==> src/design/itrgb_pkg.sv <==
// ----------------------------------------------------------------------------
// itrgb_pkg
// Shared widths, colour knots and special colours of the intensity colormap.
// ----------------------------------------------------------------------------
`default_nettype none

package itrgb_pkg;

	localparam int IN_W          = 16;
	localparam int CH_W          = 8;
	localparam int NUM_CH        = 3;
	localparam int NUM_KNOT      = 7;
	localparam int FRAC_BITS_DEF = 14;

	localparam int CH_RED   = 0;
	localparam int CH_GREEN = 1;
	localparam int CH_BLUE  = 2;

	typedef logic [CH_W-1:0] chan_t;

	// colour at each breakpoint, per channel
	localparam chan_t KNOT [NUM_CH][NUM_KNOT] = '{
		'{8'd64,  8'd0,   8'd0,   8'd32,  8'd233, 8'd255, 8'd191},
		'{8'd0,   8'd32,  8'd233, 8'd255, 8'd233, 8'd32,  8'd0},
		'{8'd191, 8'd255, 8'd233, 8'd32,  8'd0,   8'd0,   8'd0}
	};

	// below zero
	localparam chan_t UNDER_COLOR [NUM_CH] = '{8'd72, 8'd0, 8'd72};
	// above one
	localparam chan_t OVER_COLOR [NUM_CH] = '{8'd255, 8'd248, 8'd220};

endpackage

`default_nettype wire

==> src/design/intensity_to_rgb_colormap_unit.sv <==
// ----------------------------------------------------------------------------
// intensity_to_rgb_colormap_unit
// Piecewise-linear colormap from a signed fixed-point intensity to 8-bit RGB.
//
// Input channel: intensity with intensity_valid / intensity_stall. A transfer
// takes place at a rising edge with valid high and stall low. The sample has
// FRAC_BITS fractional bits, so 2^FRAC_BITS stands for 1.0.
// Output channel: red, green, blue with rgb_valid / rgb_stall, same rule.
// Every input transfer gives exactly one output transfer, in order.
// One sample enters per cycle while intensity_stall is low. The five stages
// are segment search, table lookup and offset multiply, reciprocal multiply,
// remainder, and correction with the output register.
// Reset clears all stage valid bits; the pipe is empty afterwards.
// When the receiver stalls, the result holds in the output register and the
// stages behind it keep filling bubbles; intensity_stall rises only when all
// five stages hold a sample.
// ----------------------------------------------------------------------------
`default_nettype none

module intensity_to_rgb_colormap_unit #(
	parameter int FRAC_BITS = itrgb_pkg::FRAC_BITS_DEF
) (
	input  wire logic                                clk,
	input  wire logic                                arst_n,
	input  wire logic signed [itrgb_pkg::IN_W-1:0]   intensity,
	input  wire logic                                intensity_valid,
	output logic                                     intensity_stall,
	output logic             [itrgb_pkg::CH_W-1:0]   red,
	output logic             [itrgb_pkg::CH_W-1:0]   green,
	output logic             [itrgb_pkg::CH_W-1:0]   blue,
	output logic                                     rgb_valid,
	input  wire logic                                rgb_stall
);

	localparam int NC  = itrgb_pkg::NUM_CH;
	localparam int CW  = itrgb_pkg::CH_W;
	localparam int ONE = 1 << FRAC_BITS;
	localparam int K   = FRAC_BITS + CW;
	localparam int RW  = CW + 4;
	localparam int HW  = FRAC_BITS + 1;

	localparam int P1 = ONE >> 3;
	localparam int P2 = (4 * ONE + 5) / 10;
	localparam int P3 = ONE >> 1;
	localparam int P4 = (6 * ONE + 5) / 10;
	localparam int P5 = (7 * ONE) >> 3;

	localparam logic [HW-1:0] B1 = HW'(P1);
	localparam logic [HW-1:0] B2 = HW'(P2);
	localparam logic [HW-1:0] B3 = HW'(P3);
	localparam logic [HW-1:0] B4 = HW'(P4);
	localparam logic [HW-1:0] B5 = HW'(P5);

	localparam int W0 = P1;
	localparam int W1 = P2 - P1;
	localparam int W2 = P3 - P2;
	localparam int W3 = P4 - P3;
	localparam int W4 = P5 - P4;
	localparam int W5 = ONE - P5;

	localparam int R0 = (1 << K) / W0;
	localparam int R1 = (1 << K) / W1;
	localparam int R2 = (1 << K) / W2;
	localparam int R3 = (1 << K) / W3;
	localparam int R4 = (1 << K) / W4;
	localparam int R5 = (1 << K) / W5;

	typedef logic [CW-1:0] ch_t;

	// stage valid bits and advance chain
	logic valid_s1, valid_s2, valid_s3, valid_s4, valid_s5;
	logic rdy1, rdy2, rdy3, rdy4, rdy5;

	assign rdy5 = !valid_s5 || !rgb_stall;
	assign rdy4 = !valid_s4 || rdy5;
	assign rdy3 = !valid_s3 || rdy4;
	assign rdy2 = !valid_s2 || rdy3;
	assign rdy1 = !valid_s1 || rdy2;
	assign intensity_stall = !rdy1;

	always_ff @(posedge clk or negedge arst_n) begin
		if (!arst_n) begin
			valid_s1 <= 1'b0;
			valid_s2 <= 1'b0;
			valid_s3 <= 1'b0;
			valid_s4 <= 1'b0;
			valid_s5 <= 1'b0;
		end else begin
			if (rdy1) valid_s1 <= intensity_valid;
			if (rdy2) valid_s2 <= valid_s1;
			if (rdy3) valid_s3 <= valid_s2;
			if (rdy4) valid_s4 <= valid_s3;
			if (rdy5) valid_s5 <= valid_s4;
		end
	end

	// stage 1: special ranges, segment search, offset into segment
	logic                 under_n, over_n;
	logic [HW-1:0]        hu;
	logic [2:0]           seg_n;
	logic [HW-1:0]        start_n;
	logic [HW-1:0]        off_full;
	logic                 under_s1, over_s1;
	logic [2:0]           seg_s1;
	logic [FRAC_BITS-1:0] off_s1;

	always_comb begin
		under_n = intensity[itrgb_pkg::IN_W-1];
		over_n  = intensity > $signed(itrgb_pkg::IN_W'(ONE));
		hu      = intensity[HW-1:0];
		if (hu > B5)      seg_n = 3'd5;
		else if (hu > B4) seg_n = 3'd4;
		else if (hu > B3) seg_n = 3'd3;
		else if (hu > B2) seg_n = 3'd2;
		else if (hu > B1) seg_n = 3'd1;
		else              seg_n = 3'd0;
		case (seg_n)
			3'd1:    start_n = B1;
			3'd2:    start_n = B2;
			3'd3:    start_n = B3;
			3'd4:    start_n = B4;
			3'd5:    start_n = B5;
			default: start_n = '0;
		endcase
		off_full = hu - start_n;
	end

	always_ff @(posedge clk) begin
		if (rdy1) begin
			under_s1 <= under_n;
			over_s1  <= over_n;
			seg_s1   <= seg_n;
			off_s1   <= off_full[FRAC_BITS-1:0];
		end
	end

	// stage 2: knot lookup, step magnitude times offset, width and reciprocal
	logic [2:0]           seg_up;
	ch_t                  c0_n  [NC];
	ch_t                  c1_n  [NC];
	logic                 dn_n  [NC];
	ch_t                  mag_n [NC];
	logic [K-1:0]         x_n   [NC];
	logic [FRAC_BITS-1:0] w_n;
	logic [RW-1:0]        r_n;

	logic                 under_s2, over_s2;
	ch_t                  c0_s2 [NC];
	logic                 dn_s2 [NC];
	logic [K-1:0]         x_s2  [NC];
	logic [FRAC_BITS-1:0] w_s2;
	logic [RW-1:0]        r_s2;

	always_comb begin
		seg_up = seg_s1 + 3'd1;
		for (int c = 0; c < NC; c++) begin
			c0_n[c]  = itrgb_pkg::KNOT[c][seg_s1];
			c1_n[c]  = itrgb_pkg::KNOT[c][seg_up];
			dn_n[c]  = c1_n[c] < c0_n[c];
			mag_n[c] = dn_n[c] ? c0_n[c] - c1_n[c] : c1_n[c] - c0_n[c];
			x_n[c]   = K'(mag_n[c]) * K'(off_s1);
		end
		case (seg_s1)
			3'd0: begin w_n = FRAC_BITS'(W0); r_n = RW'(R0); end
			3'd1: begin w_n = FRAC_BITS'(W1); r_n = RW'(R1); end
			3'd2: begin w_n = FRAC_BITS'(W2); r_n = RW'(R2); end
			3'd3: begin w_n = FRAC_BITS'(W3); r_n = RW'(R3); end
			3'd4: begin w_n = FRAC_BITS'(W4); r_n = RW'(R4); end
			default: begin w_n = FRAC_BITS'(W5); r_n = RW'(R5); end
		endcase
	end

	always_ff @(posedge clk) begin
		if (rdy2) begin
			under_s2 <= under_s1;
			over_s2  <= over_s1;
			w_s2     <= w_n;
			r_s2     <= r_n;
			for (int c = 0; c < NC; c++) begin
				c0_s2[c] <= c0_n[c];
				dn_s2[c] <= dn_n[c];
				x_s2[c]  <= x_n[c];
			end
		end
	end

	// stage 3: quotient estimate by reciprocal, at most one short
	logic [K+RW-1:0]      prod_n [NC];
	logic                 under_s3, over_s3;
	ch_t                  c0_s3 [NC];
	logic                 dn_s3 [NC];
	logic [K-1:0]         x_s3  [NC];
	ch_t                  qe_s3 [NC];
	logic [FRAC_BITS-1:0] w_s3;

	always_comb begin
		for (int c = 0; c < NC; c++) begin
			prod_n[c] = (K+RW)'(x_s2[c]) * (K+RW)'(r_s2);
		end
	end

	always_ff @(posedge clk) begin
		if (rdy3) begin
			under_s3 <= under_s2;
			over_s3  <= over_s2;
			w_s3     <= w_s2;
			for (int c = 0; c < NC; c++) begin
				c0_s3[c] <= c0_s2[c];
				dn_s3[c] <= dn_s2[c];
				x_s3[c]  <= x_s2[c];
				qe_s3[c] <= prod_n[c][K+CW-1:K];
			end
		end
	end

	// stage 4: remainder of the estimate
	logic [K-1:0]         qw_n [NC];
	logic                 under_s4, over_s4;
	ch_t                  c0_s4  [NC];
	logic                 dn_s4  [NC];
	ch_t                  qe_s4  [NC];
	logic [K-1:0]         rem_s4 [NC];
	logic [FRAC_BITS-1:0] w_s4;

	always_comb begin
		for (int c = 0; c < NC; c++) begin
			qw_n[c] = K'(qe_s3[c]) * K'(w_s3);
		end
	end

	always_ff @(posedge clk) begin
		if (rdy4) begin
			under_s4 <= under_s3;
			over_s4  <= over_s3;
			w_s4     <= w_s3;
			for (int c = 0; c < NC; c++) begin
				c0_s4[c]  <= c0_s3[c];
				dn_s4[c]  <= dn_s3[c];
				qe_s4[c]  <= qe_s3[c];
				rem_s4[c] <= x_s3[c] - qw_n[c];
			end
		end
	end

	// stage 5: correct quotient, floor toward the lower colour, special colours
	logic [K-1:0] wk;
	logic         ge_n   [NC];
	logic [K-1:0] rem2_n [NC];
	ch_t          q_n    [NC];
	ch_t          res_n  [NC];
	ch_t          chan_s5 [NC];

	always_comb begin
		wk = K'(w_s4);
		for (int c = 0; c < NC; c++) begin
			ge_n[c]   = rem_s4[c] >= wk;
			rem2_n[c] = ge_n[c] ? rem_s4[c] - wk : rem_s4[c];
			q_n[c]    = qe_s4[c] + CW'(ge_n[c]);
			if (under_s4)
				res_n[c] = itrgb_pkg::UNDER_COLOR[c];
			else if (over_s4)
				res_n[c] = itrgb_pkg::OVER_COLOR[c];
			else if (dn_s4[c])
				res_n[c] = c0_s4[c] - q_n[c] - CW'(rem2_n[c] != '0);
			else
				res_n[c] = c0_s4[c] + q_n[c];
		end
	end

	always_ff @(posedge clk) begin
		if (rdy5) begin
			for (int c = 0; c < NC; c++) begin
				chan_s5[c] <= res_n[c];
			end
		end
	end

	assign rgb_valid = valid_s5;
	assign red       = chan_s5[itrgb_pkg::CH_RED];
	assign green     = chan_s5[itrgb_pkg::CH_GREEN];
	assign blue      = chan_s5[itrgb_pkg::CH_BLUE];

endmodule

`default_nettype wire

==> config.mk <==
export PLATFORM = sky130hd
export DESIGN_NAME = intensity_to_rgb_colormap_unit
export DESIGN_NICKNAME = d
export VERILOG_FILES = /design/src/design/itrgb_pkg.sv /design/src/design/intensity_to_rgb_colormap_unit.sv
export SDC_FILE = /design/constraint.sdc
export NUM_CORES = 2
export LEC_CHECK = 0
export BUFFER_PORTS_ARGS = -buffer_cell sky130_fd_sc_hd__buf_2
export CAP_MARGIN = 5
export CELL_PAD_IN_SITES_DETAIL_PLACEMENT = 0
export CELL_PAD_IN_SITES_GLOBAL_PLACEMENT = 1
export CORE_ASPECT_RATIO = 0.7
export CORE_MARGIN = 3
export CORE_UTILIZATION = 50
export DETAILED_ROUTE_END_ITERATION = 16
export PLACE_DENSITY_LB_ADDON = 0.1
export SKIP_LAST_GASP = 1
export SYNTH_ARGS = -nofsm -noshare
export SYNTH_HDL_FRONTEND = slang
export SYNTH_SLANG_ARGS = --single-unit
export TNS_END_PERCENT = 1
==> constraint.sdc <==
create_clock -name clk -period 16.2 [get_ports clk]
set_clock_uncertainty 0.15 [all_clocks]
set_input_delay 0.81 -clock clk [delete_from_list [all_inputs] [get_ports clk]]
set_output_delay 0.81 -clock clk [all_outputs]
set_load 0.01 [all_outputs]
# Word level (Yosys, flattened, before mapping)
# Memory sizes are Yosys's and may differ from the RTL's.
# Index checks and enable logic that the tools add are counted.
[word_totals]
reg_bits = 84
ramBits = 351
mem_bits_ro = 384
input_bits = 20
out_inout_bits = 26
wordCells = 157
memories = 18
[op_classes]
add_sub_neg = 26
mul = 9
order_cmp = 14
eq_ne = 9
mux = 43
bitwise = 2
reduce_logical = 17
[memory_table]
columns = ["memory", "words", "width", "read_ports", "rd_ports_with_merged_regs", "write_ports", "line_no", "rtl"]
rows = [
  ["rem_s4", 3, 22, 3, 0, 3, "intensity_to_rgb_colormap_unit.sv:222", "logic [K-1:0] rem_s4 [NC];"],
  ["x_s2", 3, 22, 3, 0, 3, "intensity_to_rgb_colormap_unit.sv:150", "logic [K-1:0] x_s2 [NC];"],
  ["x_s3", 3, 22, 3, 0, 3, "intensity_to_rgb_colormap_unit.sv:192", "logic [K-1:0] x_s3 [NC];"],
  ["(no name shown)", 8, 8, 1, 0, 0, "intensity_to_rgb_colormap_unit.sv:158", "c1_n[c] = itrgb_pkg::KNOT[c][seg_up];"],
  ["(no name shown)", 8, 8, 1, 0, 0, "intensity_to_rgb_colormap_unit.sv:157", "c0_n[c] = itrgb_pkg::KNOT[c][seg_s1];"],
  ["(no name shown)", 8, 8, 1, 0, 0, "intensity_to_rgb_colormap_unit.sv:158", ""],
  ["+12 memories", "--", "--", "--", "--", "--", "--", ""],
]
[ops]
columns = ["op", "n"]
rows = [
  ["2-to-1 mux 8 bit", 24],
  ["multiplier 8 x 14 -> 22 bit", 6],
  ["multiplier 22 x 12 -> 30 bit", 3],
  ["subtractor 8 bit", 9],
  ["one-hot mux 14 bit (5 select lines)", 1],
  [">= comparator 22 x 14 -> 1 bit", 3],
  ["2-to-1 mux 22 bit", 3],
  ["nonzero test 22 bit", 3],
  ["subtractor 22 x 14 -> 22 bit", 3],
  ["subtractor 22 bit", 3],
  ["greater-than comparator 15 x 14 -> 1 bit (second input constant)", 3],
  ["one-hot mux 13 bit (2 select lines)", 1],
  ["adder 8 x 1 -> 8 bit", 3],
  ["adder 8 bit", 3],
  ["less-than comparator 8 bit", 3],
  ["one-hot mux 12 bit (2 select lines)", 1],
  ["subtractor 8 x 1 -> 8 bit", 3],
  ["greater-than comparator 16 bit (second input constant)", 1],
  ["greater-than comparator 15 x 12 -> 1 bit (second input constant)", 1],
  ["greater-than comparator 15 x 13 -> 1 bit (second input constant)", 1],
  ["subtractor 14 bit", 1],
  ["== test 3 x 2 -> 1 bit (second input constant)", 4],
  ["== test 3 bit (second input constant)", 3],
  ["2-to-1 mux 1 bit", 9],
  ["other kinds (9)", 25],
]

# Logic depth before layout (Yosys ltp)
[depth]
depth_word = 9
ltp_mapped = 37
mapped_depth_nobuf = 33

# Least setup slack after synthesis
# Ideal clock, no wire load.
[synth_timing]
path_kind = "reg2reg"
from = "register seg_s1[2]"
to = "memory x_s2[0][42] (netlist bit) (data pin)"
setup_time_ps = 195
arrival_ps = 7763
required_ps = 15855
setup_slack_ps = 8092
stages_incl_launch_ff = 35
path_buffers = 5
synth_period_minus_slack_ps = 8108
path_cell_list = "edfxtp_1 -> buf_2 -> inv_1 -> ha_1 -> buf_2 -> buf_1 -> o21ai_0 -> inv_1 -> ha_1 -> inv_1 -> fa_1 -> o21a_1 -> a31oi_1 -> nor2b_1 -> clkbuf_1 -> a31oi_1 -> a21oi_1 -> buf_2 -> nand2_1 -> fa_1 -> fa_1 -> inv_1 -> fa_1 -> inv_1 -> fa_1 -> inv_1 -> ha_1 -> or3_1 -> o21ai_0 -> a211oi_1 -> o31ai_1 -> a21oi_1 -> o31a_1 -> or3_1 -> o311ai_0"
[synth_lines]
columns = ["element", "line_no", "rtl"]
rows = [
  ["start, declared", "intensity_to_rgb_colormap_unit.sv:104", "logic [2:0] seg_s1;"],
  ["start signal, assigned", "intensity_to_rgb_colormap_unit.sv:132", "seg_s1 <= seg_n;"],
  ["end, declared", "intensity_to_rgb_colormap_unit.sv:150", ""],
]

==> impl_metrics.csv <==
group,metric,value,unit
layout,drive_above_1_share,3.75,%
sta,post-route-period-util,60.6,%
route,drc,0,
floorplanning,initial_core_util,50.7,%
sta,hold_viol_final,0,
yosys,synth_warnings,0,
clock_network,clk_latency,600,ps
grt,grt_start_max_net_pins,72,
yosys,synth_edf_count,350,
sta,holdWs,255,ps
critical_path,rr_worst_depth,30,
yosys,ys_ff_latch,355,
sta,fmax,102,MHz
sta,rsz0062_at_grt,"false",
yosys,yosys_most_used_dff,"edfxtp_1",
floorplanning,rows,96,
route,viasPerCell,5.20,
clock_network,clock_path_buffers,3,
yosys,seq_area_frac_synth,21.3,%
clock_network,cts_tree,"yes",
route,drtIter0Drc,2291,
outcome,status,"finished, final reports clean",
route,wl_per_cell,18.8,µm
layout,finalNonFillerCells,6339,
clock_network,cts_hold_buf,1,
min_path,hold_path_class,"primary input to register",
critical_path,crit_type,"register to register",
layout,layout.nets,6395,
critical_path,crit_path_max_incr_delay,840,ps
floorplanning,fp.coreArea,0.0986,mm²
sta,tightest_slew,1190,ps
place,portBuffers,45,
critical_path,cp_max_fo,19,
floorplanning,die_area,0.104,mm²
grt,grt_pass1_vias,33400,
clock_network,post_cts_resized,0,
clock_network,cts_root_buffer,"clkbuf_16",
sta,timing.setup.tns,0,ps
critical_path,startpoint_type,"register",
route,ant_nets,0,
clock_network,h-tree-depth,2,
job,cap_violations,0,
floorplanning,die_w,384,µm
critical_path,arrival,9990,ps
grt,grt_pass1_wl,192,mm
layout,area_delta_synth_final,6.41,%
critical_path,required,16370,ps
sta,fin_crit,9820,ps
yosys,async_flop_share,1.41,%
layout,n_antenna_cell,0,
place,hpwlAfterDp,98.4,mm
yosys,netlist_area,0.0500,mm²
yosys,synth_cells,4954,
yosys,synth_nets,6366,
grt,grt_antenna_before_repair,4,
yosys,syn_avg_cell_area,10.1,µm²
route,vias,33000,
yosys,synth_top_area_share,26.4,%
route,firstDrtPassIters,5,
place,gp_congestion,0.924,
floorplanning,die_h,271,µm
clock_network,cts_setup_buffers,0,
place,placed_cells,6260,
grt,grt_overflow,0,
clock_network,cts.reportedPaths.clkPinSlew,60,ps
clock_network,clkSinkCount,355,
critical_path,cp-end-kind,"register",
floorplanning,num_io_pins,46,
yosys,ys_top_cells_by_area,"fa_1 (26%), edfxtp_1 (21%), ha_1 (18%)",
route,drt-total-wl,119,mm
clock_network,cts_buffers,42,
yosys,yosysTopAreaCell,"fa_1",
yosys,synth_cell_types,84,
sta,setup_viol,0,
grt,grt.total_usage,23.6,%
critical_path,slowest_stage,"xor2_1",
sta,relSlewSlack,19.8,%
sta,slew_violations,0,
min_path,hold_depth,2,
-- metrics by stage --
stage / utilization [%] / setup slack [ps] / area (µm²)
after global placement: 52.5 / 6640 / 51800
after CTS: 53.9 / 6430 / 53200
final: 53.9 / 6380 / 53200
after global routing: 53.9 / 5770 / 53200
after floorplan: - / 8090 / 50000
after detailed placement: 52.5 / 6460 / 51800
-- metal layers --
metal | share of wire (%) | wire, µm | global-route usage (%)
met5 | 0 | 0 | 0
met4 | 1.4 | 1650 | 3.71
met3 | 6.3 | 7540 | 4.32
met2 | 38 | 45100 | 31.3
met1 | 54 | 64800 | 39.5
-- cells in the mapped netlist, types with 5 or more instances --
master and number:
mux2i_1 17, o21a_1 27, nor3b_1 10, a21boi_0 6, nand2b_1 54, nor2_1 168
and2_1 423, o21ai_0 127, inv_1 1046, and3_1 25, o31a_1 5, nand3_1 48
nor4_1 17, buf_2 11, o211ai_1 15, a31o_2 6, nand3b_1 9, nor3_1 46
edfxtp_1 350, a31oi_1 24, ha_1 733, or3_1 24, a221oi_1 5, a21o_1 51
o41ai_1 5, a21oi_1 162, xor2_1 57, a211o_1 12, o31ai_1 10, o2111ai_1 10
fa_1 659, a2111oi_0 6, or4_1 9, nand2_1 237, clkbuf_1 83, or2_2 11
xnor2_1 187, a211oi_1 36, o21bai_1 25, dfrtp_1 5, nand4_1 19, nor2b_1 103
-- sequential cells by signal, indices dropped and copies added (netlist names), 2 cells and up --
name and flops:
rem_s4 66, x_s2 66, x_s3 66, chan_s5 24
qe_s3 24, qe_s4 24, off_s1 14, c0_s2 11
c0_s3 11, c0_s4 11, w_s3 4, w_s4 4
dn_s2 3, dn_s3 3, dn_s4 3, r_s2 3
seg_s1 3, w_s2 2
-- worst max-delay path, delay by kind of cell (launching register included) --
family,cells,cell delay [ps]
AO/OA/AOI/OAI,11,3010
XOR/XNOR,2,960
adder cells (fa/ha/maj),8,3590
buffers and inverters,4,290
flip-flops,1,570
AND/OR/NAND/NOR,5,980
-- cell usage in the layout (no fill, tap or decap), types with 11 or more instances in the layout --
| master | synthesis | final |
|---|---|---|
| and2_1 | 423 | 423 |
| fa_1 | 659 | 659 |
| and3_1 | 25 | 25 |
| mux2i_1 | 17 | 16 |
| nor2b_1 | 103 | 103 |
| or3_1 | 24 | 24 |
| xor2_1 | 57 | 57 |
| buf_2 | 11 | 45 |
| nor2_1 | 168 | 168 |
| or2_2 | 11 | 11 |
| o21ai_0 | 127 | 127 |
| a31oi_1 | 24 | 24 |
| clkbuf_16 | 0 | 43 |
| o21a_1 | 27 | 27 |
| nor4_1 | 17 | 17 |
| nand2b_1 | 54 | 54 |
| nand3_1 | 48 | 47 |
| xnor2_1 | 187 | 187 |
| nor3_1 | 46 | 46 |
| a21oi_1 | 162 | 162 |
| o21bai_1 | 25 | 25 |
| nand4_1 | 19 | 19 |
| o211ai_1 | 15 | 15 |
| a21o_1 | 51 | 51 |
| a211oi_1 | 36 | 36 |
| edfxtp_1 | 350 | 350 |
| a211o_1 | 12 | 12 |
| inv_1 | 1046 | 1045 |
| buf_4 | 1 | 37 |
| ha_1 | 733 | 733 |
| nand2_1 | 237 | 236 |
-- logic make-up after synthesis --
| family | after synthesis | share of synthesized area [%] |
|---|---|---|
| AO/OA/AOI/OAI | 578 | 7.50 |
| XOR/XNOR | 246 | 4.34 |
| adder cells (fa/ha/maj) | 1393 | 44.8 |
| buffers and inverters | 1145 | 8.63 |
| flip-flops | 355 | 21.3 |
| multiplexers | 18 | 0.363 |
| AND/OR/NAND/NOR | 1219 | 13.1 |
-- area by class of cell --
cell class / count / area [µm²]
Sequential cell: 355 / 10600
Multi-Input combinational cell: 3454 / 35100
Tap cell: 1323 / 1660
Timing Repair Buffer: 83 / 513
Fill cell: 8929 / 45400
Clock inverter: 28 / 299
Clock buffer: 49 / 1100
Inverter: 1047 / 3930
-- worst paths after layout --
kind / end / start / slack [ps]
min: valid_s1 / intensity_valid / 260
max: x_s2[0][21] / seg_s1[0] / 6380
max in group asynchronous: valid_s2 / arst_n / 15310
min reg2reg: c0_s4[0][15] / c0_s3[0][15] / 270
max reg2reg: x_s2[0][21] / seg_s1[0] / 6380
min in group asynchronous: valid_s3 / arst_n / 420
Power is left out: the tool's default activity adds up to more than one toggle a clock period on the data nets, which glitch-free logic cannot reach.
